$ cat src/design/almwu_pkg.sv
`timescale 1ns / 1ps

package almwu_pkg;

  localparam logic [3:0] KIND_BLOCK_HDR  = 4'd0;
  localparam logic [3:0] KIND_MODULE_HDR = 4'd1;
  localparam logic [3:0] KIND_HIT        = 4'd2;
  localparam logic [3:0] KIND_TDIFF      = 4'd3;
  localparam logic [3:0] KIND_EXT_TS     = 4'd4;
  localparam logic [3:0] KIND_EVENT_TS   = 4'd5;
  localparam logic [3:0] KIND_FILLER     = 4'd6;
  localparam logic [3:0] KIND_HIT_RANGE  = 4'd7;
  localparam logic [3:0] KIND_IGNORED    = 4'd8;
  localparam logic [3:0] KIND_BIN_READ   = 4'd9;

  typedef struct packed {
    logic [3:0]  kind;
    logic [3:0]  bus;
    logic [11:0] channel;
    logic [15:0] value;
    logic [9:0]  hit_count;
    logic [5:0]  time_diff_count;
    logic [15:0] ext_stamp;
    logic [29:0] event_stamp;
    logic [31:0] broken;
    logic        bin_upd;   // increment the addressed bin
    logic        bin_rd;    // report the addressed bin as is
  } item_t;

endpackage

$ cat src/design/almwu_frame.sv
`timescale 1ns / 1ps

module almwu_frame #(
  parameter int BUSES     = 16,
  parameter int CHANNELS  = 64,
  parameter int BINS      = 4096,
  parameter int MAX_HITS  = 1023,
  parameter int MAX_TDIFF = 47,
  localparam int BUS_W    = (BUSES > 1) ? $clog2(BUSES) : 1,
  localparam int CH_W     = (CHANNELS > 1) ? $clog2(CHANNELS) : 1,
  localparam int BIN_W    = $clog2(BINS),
  localparam int ADDR_W   = BUS_W + CH_W + BIN_W
) (
  input  logic                clk,
  input  logic                rst_n,
  input  logic                acc,
  input  logic                op,
  input  logic [31:0]         word,
  input  logic [3:0]          query_bus,
  input  logic [5:0]          query_channel,
  input  logic [11:0]         query_bin,
  output almwu_pkg::item_t    item,
  output logic [ADDR_W-1:0]   addr
);
  import almwu_pkg::*;

  localparam logic [1:0] PH_BLOCK  = 2'd0;
  localparam logic [1:0] PH_MODULE = 2'd1;
  localparam logic [1:0] PH_DATA   = 2'd2;
  localparam logic [1:0] PH_FILLER = 2'd3;

  localparam logic [3:0] TOP_HIT   = 4'b0001;
  localparam logic [3:0] TOP_EXT   = 4'b0010;
  localparam logic [3:0] TOP_TDIFF = 4'b0011;
  localparam logic [1:0] TOP_EVENT = 2'b11;

  localparam logic [4:0]  BUSES_L     = 5'(BUSES);
  localparam logic [12:0] CHANNELS_L  = 13'(CHANNELS);
  localparam logic [12:0] BINS_L      = 13'(BINS);
  localparam logic [9:0]  MAX_HITS_L  = 10'(MAX_HITS);
  localparam logic [5:0]  MAX_TDIFF_L = 6'(MAX_TDIFF);

  logic [1:0]  phase_r, phase_nxt;
  logic [12:0] words_left_r, words_left_nxt;
  logic [9:0]  hits_r, hits_nxt;
  logic [5:0]  tdiffs_r, tdiffs_nxt;
  logic [15:0] ext_r, ext_nxt;
  logic [29:0] evt_r, evt_nxt;
  logic [31:0] broken_r, broken_nxt;

  logic [3:0]  bus_sel;
  logic [11:0] chan_sel;
  logic [11:0] bin_sel;

  always_comb begin
    logic [12:0] len;
    logic [3:0]  top;
    logic        bus_ok;
    logic        chan_ok;
    len = word[12:0];
    top = word[31:28];
    bus_ok = {1'b0, word[27:24]} < BUSES_L;
    chan_ok = {1'b0, word[23:12]} < CHANNELS_L;

    phase_nxt      = phase_r;
    words_left_nxt = words_left_r;
    hits_nxt       = hits_r;
    tdiffs_nxt     = tdiffs_r;
    ext_nxt        = ext_r;
    evt_nxt        = evt_r;
    broken_nxt     = broken_r;

    item.kind    = KIND_IGNORED;
    item.bus     = '0;
    item.channel = '0;
    item.value   = '0;
    item.bin_upd = 1'b0;
    item.bin_rd  = 1'b0;
    bus_sel  = word[27:24];
    chan_sel = word[23:12];
    bin_sel  = word[11:0];

    priority if (op) begin
      item.kind    = KIND_BIN_READ;
      item.bus     = query_bus;
      item.channel = {6'd0, query_channel};
      item.value   = {4'd0, query_bin};
      item.bin_rd  = ({1'b0, query_bus} < BUSES_L) &&
                     ({7'd0, query_channel} < CHANNELS_L) &&
                     ({1'b0, query_bin} < BINS_L);
      bus_sel  = query_bus;
      chan_sel = {6'd0, query_channel};
      bin_sel  = query_bin;
    end else begin
      unique case (phase_r)
        PH_BLOCK: begin
          item.kind  = KIND_BLOCK_HDR;
          item.value = {3'd0, len};
          hits_nxt   = '0;
          tdiffs_nxt = '0;
          ext_nxt    = '0;
          evt_nxt    = '0;
          if (len > 13'd1) begin
            words_left_nxt = len - 13'd1;
            phase_nxt      = PH_MODULE;
          end else if (len == 13'd1) begin
            phase_nxt = PH_FILLER;
          end
        end
        PH_FILLER: begin
          item.kind  = KIND_FILLER;
          item.value = word[15:0];
          if (broken_r != '1) broken_nxt = broken_r + 32'd1;
          phase_nxt = PH_BLOCK;
        end
        PH_MODULE: begin
          item.kind  = KIND_MODULE_HDR;
          item.value = word[15:0];
          phase_nxt  = (words_left_r != '0) ? PH_DATA : PH_BLOCK;
        end
        PH_DATA: begin
          item.bus   = word[27:24];
          item.value = word[15:0];
          priority if (top == TOP_HIT) begin
            item.channel = word[23:12];
            item.value   = {4'd0, word[11:0]};
            if (chan_ok && bus_ok) begin
              item.kind    = KIND_HIT;
              item.bin_upd = {1'b0, word[11:0]} < BINS_L;
              hits_nxt     = (hits_r < MAX_HITS_L) ? hits_r + 10'd1 : MAX_HITS_L;
            end else begin
              item.kind = KIND_HIT_RANGE;
            end
            if (bus_ok) tdiffs_nxt = (tdiffs_r < MAX_TDIFF_L) ? tdiffs_r + 6'd1 : MAX_TDIFF_L;
          end else if (top == TOP_TDIFF) begin
            item.kind = KIND_TDIFF;
            if (bus_ok) tdiffs_nxt = (tdiffs_r < MAX_TDIFF_L) ? tdiffs_r + 6'd1 : MAX_TDIFF_L;
          end else if (top == TOP_EXT) begin
            item.kind = KIND_EXT_TS;
            ext_nxt   = word[15:0];
          end else if (top[3:2] == TOP_EVENT) begin
            item.kind = KIND_EVENT_TS;
            evt_nxt   = word[29:0];
          end else begin
            item.kind = KIND_IGNORED;
          end
          words_left_nxt = words_left_r - 13'd1;
          if (words_left_nxt == '0) phase_nxt = PH_BLOCK;
        end
        default: phase_nxt = PH_BLOCK;
      endcase
    end

    item.hit_count       = hits_nxt;
    item.time_diff_count = tdiffs_nxt;
    item.ext_stamp       = ext_nxt;
    item.event_stamp     = evt_nxt;
    item.broken          = broken_nxt;
  end

  assign addr = {bus_sel[BUS_W-1:0], chan_sel[CH_W-1:0], bin_sel[BIN_W-1:0]};

  always_ff @(posedge clk) begin
    if (!rst_n) begin
      phase_r      <= PH_BLOCK;
      words_left_r <= '0;
      hits_r       <= '0;
      tdiffs_r     <= '0;
      ext_r        <= '0;
      evt_r        <= '0;
      broken_r     <= '0;
    end else if (acc) begin
      phase_r      <= phase_nxt;
      words_left_r <= words_left_nxt;
      hits_r       <= hits_nxt;
      tdiffs_r     <= tdiffs_nxt;
      ext_r        <= ext_nxt;
      evt_r        <= evt_nxt;
      broken_r     <= broken_nxt;
    end
  end

endmodule

$ cat config.mk
export PLATFORM = sky130hd
export DESIGN_NAME = almwu_frame
export DESIGN_NICKNAME = d
export VERILOG_FILES = /design/src/design/almwu_pkg.sv /design/src/design/almwu_frame.sv
export SDC_FILE = /design/constraint.sdc
export NUM_CORES = 1
export LEC_CHECK = 0
export ABC_AREA = 1
export BUFFER_PORTS_ARGS = -buffer_cell sky130_fd_sc_hd__buf_2
export CAP_MARGIN = 40
export CORE_UTILIZATION = 54
export DETAILED_ROUTE_END_ITERATION = 7
export PLACE_DENSITY = 0.83
export SYNTH_ARGS = -nofsm -noshare
export SYNTH_HDL_FRONTEND = slang
export SYNTH_SLANG_ARGS = --single-unit
$ cat constraint.sdc
create_clock -name clk -period 2.46 [get_ports clk]
set_clock_uncertainty 0.15 [all_clocks]
set_input_delay 0.369 -clock clk [delete_from_list [all_inputs] [get_ports clk]]
set_output_delay 0.369 -clock clk [all_outputs]
set_load 0.05 [all_outputs]
==> results.cfg <==
[layout]
areaGrowthSynthToFinish_pct = 41.56
regArea_um2 = 2221
mostFrequentLayoutCells = 245 x inv_1, 225 x nand2_1, 122 x buf_2, 113 x o21ai_0, 110 x a21oi_1
multiInputGateArea_um2 = 5100
nFillCells = 953
fin_area_um2 = 11010
diodes = 0
final_common_cell = inv_1
nets = 1574
drive_gt1_frac = 0.3325

[clocking]
root_buffer = clkbuf_16
numCtsBuffers = 9
cts.sinks = 109
tritoncts = done
htreeDepth = 3
clk_pin_slew_ns = 0.08
clockBufferDepth = 2
clk_latency_ns = 0.37

[drt]
routedWlPerCell_um = 17.58
routed_wl_um = 29770
drt-pass1-iter-count = 7
drtIter0Drc = 1062
drcViolationCount = 0
vias_per_cell = 5.819
vias = 9852
drtAntennaViolNets = 0

[outcome]
outcome = finished, violations left
violations = negative setup slack

[grt]
antenna_found_initial = 0
grt_pass1_vias = 8204
grt_pass1_wl_um = 41280
gr-total-overflow = 0
grt_usage = 0.3526
grt_max_degree = 137

[setup_path]
crit_chain = ha_4 > inv_4 > nor2_4 > nand2_4 > nor2_8 > nand3_4 > buf_6 > nand4_1 > xor2_1 > inv_1 > buf_6
slowest_delay_ns = 0.37
end_kind = output port
crit_top_cell = buf_6
cp-start-kind = register
path_class = register to output port
slowest_stage = dfxtp_2
critPathTopFamily = simple AND/OR/NAND/NOR gates
path_buf_inv = 4
crit_required_ns = 1.94
crit_fanout = 6
critPathArrivalTime_ns = 2.25

[timing]
final_hold_viol_count = 0
rsz0062_at_grt = true
timing.fmax_mhz = 361.7
finalSetupViolations = 35
slew-limit-headroom = 0.6173
worst_pin_slew_ns = 0.5741
fin_crit_ns = 2.765
period_share = 1.124
slew_viol_final = 0
timing.hold.ws_ns = 0.2286
fin_ws_ns = -0.3051
tns_ns = -5.229

[power]
p_total_mw = 5.466
vdd_drop_max_uv = 414.6
power.density_nw_per_um2 = 496.4
power.leakage_nw = 5.582

[job]
maxCapViolations = 0

[synthesis]
synth-simple-area-share = 0.2797
synthAdderAreaFrac = 0.01287
muxShareOfSynthArea = 0
synth_nets = 1350
syn_inst = 1284
synth_top_family_by_area = simple AND/OR/NAND/NOR gates
synth_seq_area_share = 0.2805
synth_top_cell_by_area = dfxtp_1
synth_seq_cells = 109
synthArstFlopShare = 0
ys_types = 47
ys_top_cells_by_area = dfxtp_1 28%, inv_1 12%, nand2_1 12%, o21ai_0 9.7%, a21oi_1 7.1%
synth_top_area_share = 0.2805
synth_enable_flop_cells = 0
synthXorXnorAreaFrac = 0.01898
syn_avg_cell_area_um2 = 6.058
synth-compound-area-share = 0.2384
yosys_warnings = 0
netlist_area_um2 = 7779
synth-main-ff-cell = dfxtp_1

[placed_design]
dpl.hpwl_um = 18100
port-buffer-count = 211
place_area_um2 = 9306
place_congestion = 0.9393
dp_slack_ns = 0.02037

[die]
start_util = 0.5561
rows = 43
chipHeight_um = 122.0
core_um2 = 13990
dieArea_um2 = 14890
die_w_um = 122.0
boundaryPins = 212

[min_path]
holdCritPathClass = input port to register
## tightest hold or removal path, cell delays in order
cell	delay (ns)
buf_2	0.10
a32oi_1	0.12
a21oi_1	0.12
## power by group
group,internal (mW),switching (mW)
Sequential,1.88,0.0943
Clock,0.738,0.835
Combinational,0.579,1.34
Total,3.20,2.27
## layout make-up
cell class / instances / share of cell area
timing repair buffer: 280 / 0.1954
clock buffer: 9 / 0.02045
sequential: 109 / 0.2017
inverter: 261 / 0.09135
multi-input combinational: 847 / 0.4631
clock inverter: 7 / 0.007499
tap: 180 / 0.02045
## registers in the layout, indices dropped and copies added, names as in the netlist
| name | flops |
|---|---|
| hits_r | 10 |
| evt_r | 30 |
| phase_r | 2 |
| words_left_r | 13 |
| ext_r | 16 |
| broken_r | 32 |
| tdiffs_r | 6 |
## through the flow
step	utilization	cells
final	0.7872	1693
after global routing	0.7872	1693
after CTS	0.7386	1677
after detailed placement	0.6653	1644
after global placement	0.6653	1644
after floorplan	-	1284
## synthesized netlist by cell type, drive strengths merged (8+ instances only)
master and n:
o21ai 158, clkbuf 37, xor2 15, nor3 17, ha 8, nor2 114
dfxtp 109, nand3 63, o22ai 39, buf 31, a21oi 114, nand2 261
nand4 15, inv 259
## metal layers
metal  vias to the layer above  wire [um]  global-route usage
met2                       710      13590              0.5463
met4                         0       1406              0.1389
met3                       131       3456             0.08427
met5                         -          0                   0
met1                      4453      11310              0.4689
li1                       4558          -                   -
## cells by family after synthesis
family | Yosys count
AOI/OAI and AO/OA | 340
xor gates and xnor gates | 16
adders and majority gates | 8
buffers and inverters | 329
DFF | 109
and+or+nand+nor | 482
## worst paths after layout
kind,from,to,slack [ns],cells past startpoint
max,broken_r[1],item[14],-0.31,11
min,word[25],evt_r[25],0.23,3
max reg2reg,broken_r[1],broken_r[7],0.27,13
min reg2reg,words_left_r[7],words_left_r[7],0.34,2
## timing repair
action / in CTS / in global routing
pin swaps: 27 / 30
setup buffers: 18 / 16
gates cloned: 1 / 0
setup endpoints to repair: 92 / 91
hold buffers: 0 / 0
resized for setup: 189 / 152
(Power assumes the default switching activity.)
