<file path="src/design/almwu_pkg.sv">
`timescale 1ns / 1ps

package almwu_pkg;

  localparam logic [3:0] KIND_BLOCK_HDR  = 4'd0;
  localparam logic [3:0] KIND_MODULE_HDR = 4'd1;
  localparam logic [3:0] KIND_HIT        = 4'd2;
  localparam logic [3:0] KIND_TDIFF      = 4'd3;
  localparam logic [3:0] KIND_EXT_TS     = 4'd4;
  localparam logic [3:0] KIND_EVENT_TS   = 4'd5;
  localparam logic [3:0] KIND_FILLER     = 4'd6;
  localparam logic [3:0] KIND_HIT_RANGE  = 4'd7;
  localparam logic [3:0] KIND_IGNORED    = 4'd8;
  localparam logic [3:0] KIND_BIN_READ   = 4'd9;

  typedef struct packed {
    logic [3:0]  kind;
    logic [3:0]  bus;
    logic [11:0] channel;
    logic [15:0] value;
    logic [9:0]  hit_count;
    logic [5:0]  time_diff_count;
    logic [15:0] ext_stamp;
    logic [29:0] event_stamp;
    logic [31:0] broken;
    logic        bin_upd;   // increment the addressed bin
    logic        bin_rd;    // report the addressed bin as is
  } item_t;

endpackage

</file>
<file path="src/design/almwu_bin_update.sv">
`timescale 1ns / 1ps

module almwu_bin_update #(
  parameter int ADDR_W = 22
) (
  input  logic              clk,
  input  logic              rst_n,
  input  logic              acc,
  input  almwu_pkg::item_t  item_in,
  input  logic [ADDR_W-1:0] addr_in,
  input  logic [31:0]       rd_data,
  input  logic              out_stall,
  output logic              hold,
  output logic              wr_en,
  output logic [ADDR_W-1:0] wr_addr,
  output logic [31:0]       wr_data,
  output logic              out_valid,
  output almwu_pkg::item_t  out_item,
  output logic [31:0]       out_bin_count
);
  import almwu_pkg::*;

  logic              s1_valid_r;
  item_t             s1_item_r;
  logic [ADDR_W-1:0] s1_addr_r;
  logic              fwd_hit_r;
  logic [31:0]       fwd_data_r;
  logic              out_valid_r;
  item_t             out_item_r;
  logic [31:0]       out_bin_r;

  logic        adv;
  logic        move;
  logic [31:0] cur;
  logic [31:0] inc;
  logic [31:0] bin_nxt;

  assign adv  = !out_valid_r || !out_stall;
  assign move = s1_valid_r && adv;
  assign hold = s1_valid_r && !adv;

  // A write landing on the edge of the read is not seen by the memory read.
  assign cur = fwd_hit_r ? fwd_data_r : rd_data;
  assign inc = (&cur) ? cur : cur + 32'd1;

  always_comb begin
    if (s1_item_r.bin_upd) begin
      bin_nxt = inc;
    end else if (s1_item_r.bin_rd) begin
      bin_nxt = cur;
    end else begin
      bin_nxt = '0;
    end
  end

  assign wr_en   = move && s1_item_r.bin_upd;
  assign wr_addr = s1_addr_r;
  assign wr_data = inc;

  always_ff @(posedge clk) begin
    if (!rst_n) begin
      s1_valid_r  <= 1'b0;
      out_valid_r <= 1'b0;
    end else begin
      if (acc) begin
        s1_valid_r <= 1'b1;
      end else if (adv) begin
        s1_valid_r <= 1'b0;
      end
      if (adv) out_valid_r <= s1_valid_r;
    end
  end

  always_ff @(posedge clk) begin
    if (acc) begin
      s1_item_r  <= item_in;
      s1_addr_r  <= addr_in;
      fwd_hit_r  <= wr_en && (wr_addr == addr_in);
      fwd_data_r <= wr_data;
    end
    if (move) begin
      out_item_r <= s1_item_r;
      out_bin_r  <= bin_nxt;
    end
  end

  assign out_valid     = out_valid_r;
  assign out_item      = out_item_r;
  assign out_bin_count = out_bin_r;

endmodule

</file>
<file path="config.mk">
export PLATFORM = sky130hd
export DESIGN_NAME = almwu_bin_update
export DESIGN_NICKNAME = d
export VERILOG_FILES = /design/src/design/almwu_pkg.sv /design/src/design/almwu_bin_update.sv
export SDC_FILE = /design/constraint.sdc
export NUM_CORES = 1
export LEC_CHECK = 0
export BUFFER_PORTS_ARGS = -buffer_cell sky130_fd_sc_hd__buf_2
export CORE_MARGIN = 1
export CORE_UTILIZATION = 30
export CTS_CLUSTER_DIAMETER = 150
export DETAILED_ROUTE_END_ITERATION = 7
export GPL_TIMING_DRIVEN = 0
export RECOVER_POWER = 25
export SLEW_MARGIN = 5
export SYNTH_ARGS = -nofsm -noshare
export SYNTH_HDL_FRONTEND = slang
export SYNTH_SLANG_ARGS = --single-unit
</file>
<file path="constraint.sdc">
create_clock -name clk -period 5.2 [get_ports clk]
set_input_delay 0.52 -clock clk [delete_from_list [all_inputs] [get_ports clk]]
set_output_delay 0.52 -clock clk [all_outputs]
set_load 0.005 [all_outputs]
</file>
==> results of run 1 <==
## per-stage QoR
stage | utilization (%) | hold slack [ps] | power [W]
after floorplan | - | 400.3 | 0.003646
after global placement | 37.05 | 400.1 | 0.003948
after detailed placement | 37.28 | 404.5 | 0.003948
after CTS | 40.29 | 83.20 | 0.006726
after global routing | 40.24 | 89.20 | 0.006856
final | 40.24 | 127.2 | 0.006601
## state kept, by name, indices dropped and copies added (netlist names)
| name | flops |
|---|---|
| wr_addr | 22 |
| fwd_hit_r | 1 |
| s1_valid_r | 1 |
| s1_item_r | 132 |
| out_valid | 1 |
| fwd_data_r | 32 |
| out_item | 132 |
| out_bin_count | 32 |
## metal layers
metal  vias up  track usage [%]
met5         -                0
met2       295            25.97
met3        58            4.193
met4         0            5.375
li1       3514                -
met1      3789            18.97
## how the worst max path moves through the flow
stage / to / slack [ps] / cells past startpoint
floorplan: out_bin_count[0] / 330 / 2
global placement: out_item[97] / -1840 / 3
detailed placement: wr_data[17] / 650 / 16
CTS: wr_data[17] / 2 / 16
global route: wr_data[17] / 100 / 15
finish: wr_data[17] / 420 / 14
## report_power, final
part           total (W)  internal (W)  leakage, nW  switching [W]
combinational   0.000451      0.000188         2.37       0.000263
sequential       0.00343       0.00336         3.39      0.0000636
clock            0.00272       0.00154        0.609        0.00118
## cells by family after synthesis
| family | count (synthesis) |
|---|---|
| compound gates | 77 |
| xor+xnor | 52 |
| fa+ha+maj | 1 |
| buf+inv | 23 |
| flops | 353 |
| mux | 34 |
| simple gates | 102 |
## worst register-to-register path, cell delays in order, from the launching register on
cell and delay, ps:
edfxtp_1 330, buf_6 160, buf_6 190, buf_6 160, buf_4 220, buf_4 350
mux2_2 410, ha_1 250, nand4b_1 140, a22oi_2 140, nand4_1 150, clkbuf_1 540
o2111ai_2 270, nand3b_1 140, o221ai_1 140
## layout make-up
class | instances | area (µm²) | share of cell area [%]
Multi-Input combinational cell | 266 | 2172 | 12.81
Antenna cell | 2 | 5.005 | 0.02952
Buffer | 20 | 128.9 | 0.7600
Clock inverter | 28 | 255.2 | 1.505
Timing Repair Buffer | 413 | 2117 | 12.49
Tap cell | 539 | 674.4 | 3.977
Sequential cell | 353 | 10580 | 62.40
Clock buffer | 44 | 1016 | 5.992
Inverter | 2 | 7.507 | 0.04427
## placed cells by master (no fill, tap or decap), types with 4 or more instances in the layout
cell and instances:
o211ai_1 7, nor2b_1 4, mux2i_1 30, nand3b_1 11
nand2_1 15, nor4_1 6, xnor2_1 21, buf_6 5
inv_6 4, clkinv_1 12, nand4_1 11, clkbuf_16 40
buf_2 391, o2bb2ai_1 23, nand4b_1 5, clkbuf_1 33
a21oi_1 6, xor2_1 31, nor2_1 9, nand3_1 18
a211oi_1 7, o21ai_0 4, edfxtp_1 351
## timing repair
action / 4_1_cts / 5_1_grt
setup buffers: 0 / 0
endpoints found under the setup margin: 0 / 17
resized for setup: 0 / 1
==> run_results.csv, run 1 <==
group,metric,value,unit
clock_network,cts_sinks,353,
worst_setup_path,r2r-start,"fwd_hit_r",
clock_network,insertion_delay,560,ps
yosys,synth_fa_ha_area_share,0.09711,%
routing,met2_length,16880,µm
yosys,synth_fp_nets,833,
worst_setup_path,critPathCaptureType,"primary output",
yosys,ys_ff_latch,353,
cells_and_area,finalNonFillerCells,1667,
routing,vias,7656,
worst_setup_path,crit_chain,"buf_6 > buf_6 > buf_6 > buf_4 > buf_4 > mux2_2 > ha_1 > nand4b_1 > a22oi_2 > nand4_1 > clkbuf_1 > o2111ai_2 > xor2_1 > buf_2",
worst_setup_path,crit_type,"flop to primary output",
worst_setup_path,startpoint,"fwd_hit_r",
clock_network,cts_hold_buf,0,
cells_and_area,finalInstanceArea,16960,µm²
yosys,seq_area_frac_synth,82.11,%
cells_and_area,fin_nets,1287,
yosys,synth_mux_area_share,2.700,%
yosys,synth_edf_count,351,
global_route,grt_pass1_vias,7788,
global_route,grt_max_degree,108,
status,status,"completed",
routing,wl_met3,2556,µm
cells_and_area,fillers,3905,
power,vdd_drop_max,0.1767,mV
routing,drt_wl_total,34280,µm
placement,pre_cts_slack,648.8,ps
floorplan,die_x,209.2,µm
global_route,grt_pass1_wl,49850,µm
floorplan,ios,411,
routing,drt_iter0_drc,660,
sta,slew_headroom,52.43,%
job,maxCapViolations,0,
yosys,yosys.cell_types.count,65,
worst_setup_path,cp_max_fo,19,
yosys,synthArstFlopShare,0,%
yosys,synthesis.area,12880,µm²
sta,setup_tns,0,ps
floorplan,start_util,30.58,%
placement,place_congestion,0.7949,
power,power_density,389.3,nW/µm²
floorplan,rows,75,
yosys,yosysMostFrequentCell,"edfxtp_1",
yosys,synth_top_family_by_area,"simple AND/OR/NAND/NOR gates",
routing,routed.top_layer,"met4",
worst_setup_path,crit_buf_inv,7,
routing,wl_per_cell,20.56,µm
min_path,holdPathEnd,"s1_item_r[30]",
sta,tightest_slew,713.6,ps
worst_setup_path,critPathTopFamily,"buffers and inverters",
sta,slew_violations,0,
worst_setup_path,r2r_cells,14,
floorplan,die_h,209.2,µm
global_route,antenna_found_initial,5,
yosys,synth-simple-area-share,5.263,%
yosys,yosysTopAreaCell,"edfxtp_1",
worst_setup_path,start_kind,"flop",
clock_network,cts_made_buffers,40,
routing,drtPass1Iterations,7,
yosys,yosys-top-cells-count,"edfxtp_1 (351), xor2_1 (31), mux2i_1 (30), o2bb2ai_1 (23), xnor2_1 (21)",
routing,viasPerCell,4.593,
cells_and_area,drive_gt1_share,42.90,%
clock_network,cts_buffer_depth,3,
min_path,hold_class,"input pin to flop",
worst_setup_path,critPathArrivalTime,4260,ps
global_route,grt_usage,15.40,%
yosys,syn_avg_cell_area,20.07,µm²
yosys,syn_inst,642,
routing,wl_met1,14000,µm
sta,finalHoldViolations,0,
sta,final.period_utilization,91.92,%
yosys,synth_compound_area_share,5.195,%
min_path,hp-start,"item_in[30]",
floorplan,dieArea,43780,µm²
clock_network,cts_tree,"yes",
yosys,yosys-top-cells-area,"edfxtp_1 (82%), mux2i_1 (2.3%), xor2_1 (2.1%)",
power,leakage,6.371,nW
global_route,overflow,0,
clock_network,path_clk_slew,60,ps
worst_setup_path,r2r_end,"out_bin_count[17]",
placement,hpwl,24740,µm
yosys,synth_top_area_share,81.80,%
clock_network,clockRootBuffer,"clkbuf_16",
clock_network,htreeDepth,2,
sta,rsz0062_at_grt,"no",
worst_setup_path,required,4680,ps
sta,setup_viol,0,
cells_and_area,area_growth,31.60,%
yosys,synth_xor_area_share,3.535,%
worst_setup_path,rrSetupSlack,1320,ps
placement,port_buffers,410,
min_path,hold_depth,1,
sta,max_freq,209.2,MHz
placement,dp_cells,1594,
routing,drc,0,
sta,min_period,4780,ps
sta,fin_worst_skew,16.46,ps
yosys,synth_ff_type,"edfxtp_1",
sta,setup_ws,420.2,ps
routing,ant_nets,0,
placement,placed_area,15710,µm²
worst_setup_path,slowest_delay,540,ps
yosys,yosysWarnings,0,
worst_setup_path,crit_slowest_cell,"clkbuf_1",
worst_setup_path,crit_top_cell,"buf_6",
floorplan,core_area,42130,µm²
No activity file was read; power rests on OpenSTA's default activity.
==> run 2, diff against run 1 <==
==> constraint.sdc (replaced) <==
create_clock -name clk -period 6.1 [get_ports clk]
set_input_delay 0.61 -clock clk [delete_from_list [all_inputs] [get_ports clk]]
set_output_delay 0.61 -clock clk [all_outputs]
set_load 0.005 [all_outputs]
==> run 2 against run 1 <==
  * Power down 15%
  * Worst hold slack gained 89 ps
  * Sequential share of layout area about the same
  * Register-to-register slack gained 620 ps
  * Sequential cell count unchanged
  * Wire length increased by 0.36%
  * Clock skew up 0.54 ps
  * Largest cell class unchanged
==> run_results.csv, run 2 (synthesis gave the netlist of run 1 again) <==
group,metric,value,unit
clock_network,insertion_delay,560,ps
sta,min_period,5214,ps
global_route,grt.busiest_layer,"met2",
routing,ant_nets,0,
worst_setup_path,crit_type,"flop to primary output",
cells_and_area,seq_area,10580,µm²
sta,setup_ws,885.7,ps
sta,tightest_slew,712.7,ps
power,total_power,0.005628,W
floorplan,rows,75,
worst_setup_path,slowest_delay,440,ps
routing,wl_per_cell,20.62,µm
clock_network,cts_made_buffers,40,
global_route,overflow,0,
cells_and_area,utilization,40.24,%
cells_and_area,drive_gt1_share,42.86,%
placement,place_congestion,0.7949,
floorplan,start_util,30.58,%
sta,setup_viol,0,
global_route,antenna_found_initial,5,
global_route,grt_pass1_wl,49850,µm
sta,slew_violations,0,
cells_and_area,layout_commonest_cell,"buf_2",
power,leakage,6.375,nW
sta,final.period_utilization,85.48,%
floorplan,core_area,42130,µm²
clock_network,cts_post_setup_buffers_inserted,0,
worst_setup_path,crit_buf_inv,9,
placement,pre_cts_slack,1459,ps
cells_and_area,layout.cells.most_common_list,"buf_2 (392), edfxtp_1 (351), clkbuf_16 (40), clkbuf_1 (33), xor2_1 (31)",
routing,viasPerCell,4.600,
sta,holdWs,216.5,ps
min_path,hold_class,"input pin to flop",
floorplan,dieArea,43780,µm²
worst_setup_path,critPathArrivalTime,4600,ps
worst_setup_path,critPathTopFamily,"buffers and inverters",
routing,vias,7673,
cells_and_area,area_growth,31.59,%
sta,fin_worst_skew,17.01,ps
worst_setup_path,cp_max_fo,10,
power,power_density,331.9,nW/µm²
clock_network,cts_buffer_depth,3,
placement,port_buffers,410,
worst_setup_path,critPathCaptureType,"primary output",
sta,setup_tns,0,ps
worst_setup_path,required,5490,ps
clock_network,cts_sinks,353,
floorplan,ios,411,
routing,drt_wl_total,34400,µm
clock_network,cts_hold_buf,0,
clock_network,path_clk_slew,60,ps
worst_setup_path,crit_chain,"buf_6 > buf_6 > buf_6 > buf_4 > buf_4 > buf_2 > mux2i_1 > inv_1 > ha_1 > nand4b_1 > a22oi_2 > nand4_1 > clkbuf_1 > o2111ai_1 > xor2_1 > buf_2",
global_route,gr-usage-met2,25.97,%
clock_network,cts_tree,"yes",
floorplan,die_x,209.2,µm
cells_and_area,fin_nets,1288,
global_route,grt_max_degree,108,
clock_network,htreeDepth,2,
routing,drc,0,
job,maxCapViolations,0,
sta,rsz0062_at_grt,"no",
clock_network,clockRootBuffer,"clkbuf_16",
global_route,grt_pass1_vias,7788,
cells_and_area,fillers,3905,
worst_setup_path,start_kind,"flop",
clock_network,ctsResizeCount,0,
sta,slew_headroom,52.49,%
sta,finalHoldViolations,0,
global_route,grt_use_met3,4.193,%
cells_and_area,multi_input_area,2166,µm²
sta,max_freq,191.8,MHz
floorplan,die_h,209.2,µm
worst_setup_path,crit_slowest_cell,"o2111ai_1",
placement,hpwl,24740,µm
routing,drt_iter0_drc,587,
global_route,grt_usage,15.40,%
worst_setup_path,crit_top_cell,"buf_6",
power,vdd_drop_max,0.1508,mV
status,status,"completed",
global_route,use_met1,18.97,%
routing,drtPass1Iterations,5,
## run 2: worst paths after layout
path                            slack, ps  cells after the start          start                end
worst max-delay path                  890                     16      fwd_hit_r        wr_data[17]
worst min-delay path                  220                      1    item_in[30]      s1_item_r[30]
worst max register to register       1940                     15      fwd_hit_r  out_bin_count[17]
worst min register to register        410                      0  s1_item_r[54]       out_item[54]
## run 2: cell type report
type | instances | area share, %
Sequential cell | 353 | 62.40
Clock inverter | 28 | 1.505
Multi-Input combinational cell | 266 | 12.77
Tap cell | 539 | 3.978
Timing Repair Buffer | 413 | 12.49
Antenna cell | 2 | 0.02952
Clock buffer | 44 | 5.992
Inverter | 2 | 0.04428
Buffer | 21 | 0.7896
## run 2: metrics by stage
step | std cells | area, µm²
2_1_floorplan | 642 | 12880
3_3_place_gp | 1591 | 15610
3_5_place_dp | 1594 | 15710
4_1_cts | 1666 | 16980
5_1_grt | 1667 | 16950
6_report | 1668 | 16960
## run 2: report_power, final
part	internal [W]	switching [W]
combinational	0.000161	0.000224
clock	0.00131	0.00101
sequential	0.00287	0.0000543
total	0.00434	0.00129
## run 2: per-layer routing
| layer | vias up | share of wire [%] |
|---|---|---|
| met4 | 0 | 2.6 |
| met2 | 300 | 49 |
| met5 | - | 0 |
| met1 | 3791 | 41 |
| li1 | 3518 | - |
| met3 | 64 | 7.4 |
==> run 3, diff against run 2 <==
--- a/config.mk
+++ b/config.mk
@@ -12,7 +12,6 @@
 export DETAILED_ROUTE_END_ITERATION = 7
 export GPL_TIMING_DRIVEN = 0
 export RECOVER_POWER = 25
-export SLEW_MARGIN = 5
 export SYNTH_ARGS = -nofsm -noshare
 export SYNTH_HDL_FRONTEND = slang
 export SYNTH_SLANG_ARGS = --single-unit
==> constraint.sdc (replaced) <==
create_clock -name clk -period 4.3 [get_ports clk]
set_input_delay 0.43 -clock clk [delete_from_list [all_inputs] [get_ports clk]]
set_output_delay 0.43 -clock clk [all_outputs]
set_load 0.005 [all_outputs]
==> run 3 against run 2 <==
  * Power grew 46%
  * Clock power grew 52%
  * Clock skew grew 5.7 ps
  * Highest routed layer unchanged
  * Sequential power rose by 42%
  * Utilization increased by 0.56 points
  * Via count grew 0.60%
  * Non-clock buffer count rose by 4
  * Worst setup slack got worse by 670 ps
==> run_results.csv, run 3 (synthesis gave the netlist of run 1 again) <==
group,metric,value,unit
cells_and_area,area_growth,33.43,%
min_path,hold_class,"input pin to flop",
routing,viasPerCell,4.611,
worst_setup_path,r2r_end,"out_bin_count[22]",
worst_setup_path,r2r_cells,15,
sta,slew_violations,0,
clock_network,insertion_delay,570,ps
floorplan,die_h,209.2,µm
power,power_density,478.9,nW/µm²
min_path,hp-start,"item_in[1]",
placement,port_buffers,410,
floorplan,dieArea,43780,µm²
sta,max_freq,244.9,MHz
placement,place_congestion,0.8347,
global_route,grt_max_degree,104,
job,maxCapViolations,0,
min_path,hold_depth,1,
cells_and_area,fillers,3856,
floorplan,ios,411,
sta,min_period,4084,ps
worst_setup_path,crit_slowest_cell,"a211oi_1",
global_route,overflow,0,
routing,drtPass1Iterations,5,
routing,ant_nets,0,
sta,holdWs,48.98,ps
worst_setup_path,crit_type,"flop to primary output",
clock_network,cts_sinks,353,
cells_and_area,layout.cells.most_common_list,"buf_2 (383), edfxtp_1 (351), clkbuf_16 (43), clkbuf_1 (40)",
clock_network,cts_buffer_depth,3,
cells_and_area,layout_commonest_cell,"buf_2",
sta,fin_worst_skew,22.69,ps
power,vdd_drop_max,0.2743,mV
sta,tightest_slew,782.0,ps
worst_setup_path,rrSetupSlack,1000,ps
clock_network,clockRootBuffer,"clkbuf_16",
cells_and_area,fin_nets,1293,
routing,drc,0,
worst_setup_path,required,3870,ps
clock_network,cts_made_buffers,41,
global_route,grt_usage,15.42,%
floorplan,rows,75,
routing,vias,7719,
global_route,antenna_found_initial,7,
clock_network,path_clk_slew,60,ps
placement,hpwl,24700,µm
power,total_power,0.008233,W
routing,drt_iter0_drc,558,
sta,rsz0062_at_grt,"no",
status,status,"completed",
floorplan,start_util,30.58,%
cells_and_area,drive_gt1_share,43.41,%
worst_setup_path,critPathArrivalTime,3650,ps
worst_setup_path,cp_max_fo,14,
sta,final.period_utilization,94.97,%
worst_setup_path,critPathCaptureType,"primary output",
global_route,grt_pass1_wl,49770,µm
power,leakage,6.463,nW
floorplan,core_area,42130,µm²
min_path,holdPathEnd,"s1_item_r[1]",
sta,setup_viol,0,
worst_setup_path,slowest_delay,460,ps
clock_network,cts_tree,"yes",
sta,finalHoldViolations,0,
sta,slew_headroom,47.87,%
clock_network,htreeDepth,2,
routing,wl_per_cell,20.70,µm
floorplan,die_x,209.2,µm
worst_setup_path,crit_chain,"buf_6 > buf_6 > buf_16 > buf_8 > mux2i_1 > inv_1 > ha_4 > nand4b_1 > a22oi_2 > and4_1 > buf_2 > a211oi_1 > xnor2_1 > buf_2",
cells_and_area,utilization,40.80,%
worst_setup_path,r2r-start,"fwd_hit_r",
global_route,grt_pass1_vias,7768,
worst_setup_path,start_kind,"flop",
routing,drt_wl_total,34660,µm
==> run 3: changes by cell type in the layout (fill, tap and decap cells not counted), moves of 3 or more <==
cell / before / now
buf_2: 392 / 383
bufinv_16: 2 / 5
clkbuf_1: 33 / 40
clkbuf_16: 40 / 43
clkinv_1: 12 / 5
==> run 3: stage by stage <==
step | cell area [µm²] | setup WS [ps] | TNS, ps | std cells
global placement | 15610 | -182.0 | -493.9 | 1591
CTS | 17110 | 23.70 | 0 | 1666
detailed placement | 15710 | -215.9 | -668.6 | 1594
floorplan | 12890 | 884.5 | 0 | 642
finish | 17190 | 216.1 | 0 | 1674
global route | 17190 | 7.791 | 0 | 1673
==> run 3: layout make-up <==
cell class	instances	area [µm²]	area share, %
sequential	353	10580	61.54
multi-input combinational	266	2225	12.94
timing repair buffer	419	2173	12.64
clock buffer	47	1070	6.222
tap	539	674.4	3.923
clock inverter	25	297.8	1.732
buffer	19	155.1	0.9024
antenna	4	10.01	0.05822
inverter	2	7.507	0.04367
==> run 3: per-layer routing <==
layer | part of all wire, % | global-route usage (%) | wire, µm | vias to the layer above
li1 | - | - | - | 3521
met1 | 41 | 19.45 | 14330 | 3805
met2 | 49 | 25.38 | 16880 | 325
met3 | 6.9 | 3.983 | 2387 | 68
met4 | 3.1 | 5.908 | 1059 | 0
met5 | 0 | 0 | 0 | -
==> run 3: how the worst max path moves through the flow <==
stage	slack [ps]	start	depth (start not counted)	end
after floorplan	880	fwd_hit_r	15	wr_data[17]
after global placement	-180	fwd_hit_r	16	wr_data[17]
after detailed placement	-220	fwd_hit_r	16	wr_data[17]
after CTS	20	fwd_hit_r	14	wr_data[20]
after global routing	8	fwd_hit_r	14	wr_data[9]
final	220	fwd_hit_r	14	wr_data[25]
==> run 3: repair_timing <==
item	CTS	global route
resized for setup	9	10
hold endpoints to repair	1	0
setup endpoints to repair	32	24
cloned	0	1
buffers inserted	1	3
pin swaps	1	4
hold buffers	1	0
==> run 3: power by group <==
part / switching [W] / leakage (nW) / internal, W
clock network: 0.00142 / 0.665 / 0.00211
registers: 0.0000780 / 3.39 / 0.00407
logic: 0.000323 / 2.41 / 0.000234
total: 0.00182 / 6.46 / 0.00641
==> run 3: worst max-delay path: cells and delay by family (launching register included) <==
| kind | cells | cell delay [ps] |
|---|---|---|
| AOI/OAI and AO/OA | 2 | 590 |
| xor gates and xnor gates | 1 | 230 |
| adders and majority gates | 1 | 180 |
| buffers and inverters | 7 | 1200 |
| DFF | 1 | 340 |
| muxes | 1 | 210 |
| and+or+nand+nor | 2 | 330 |
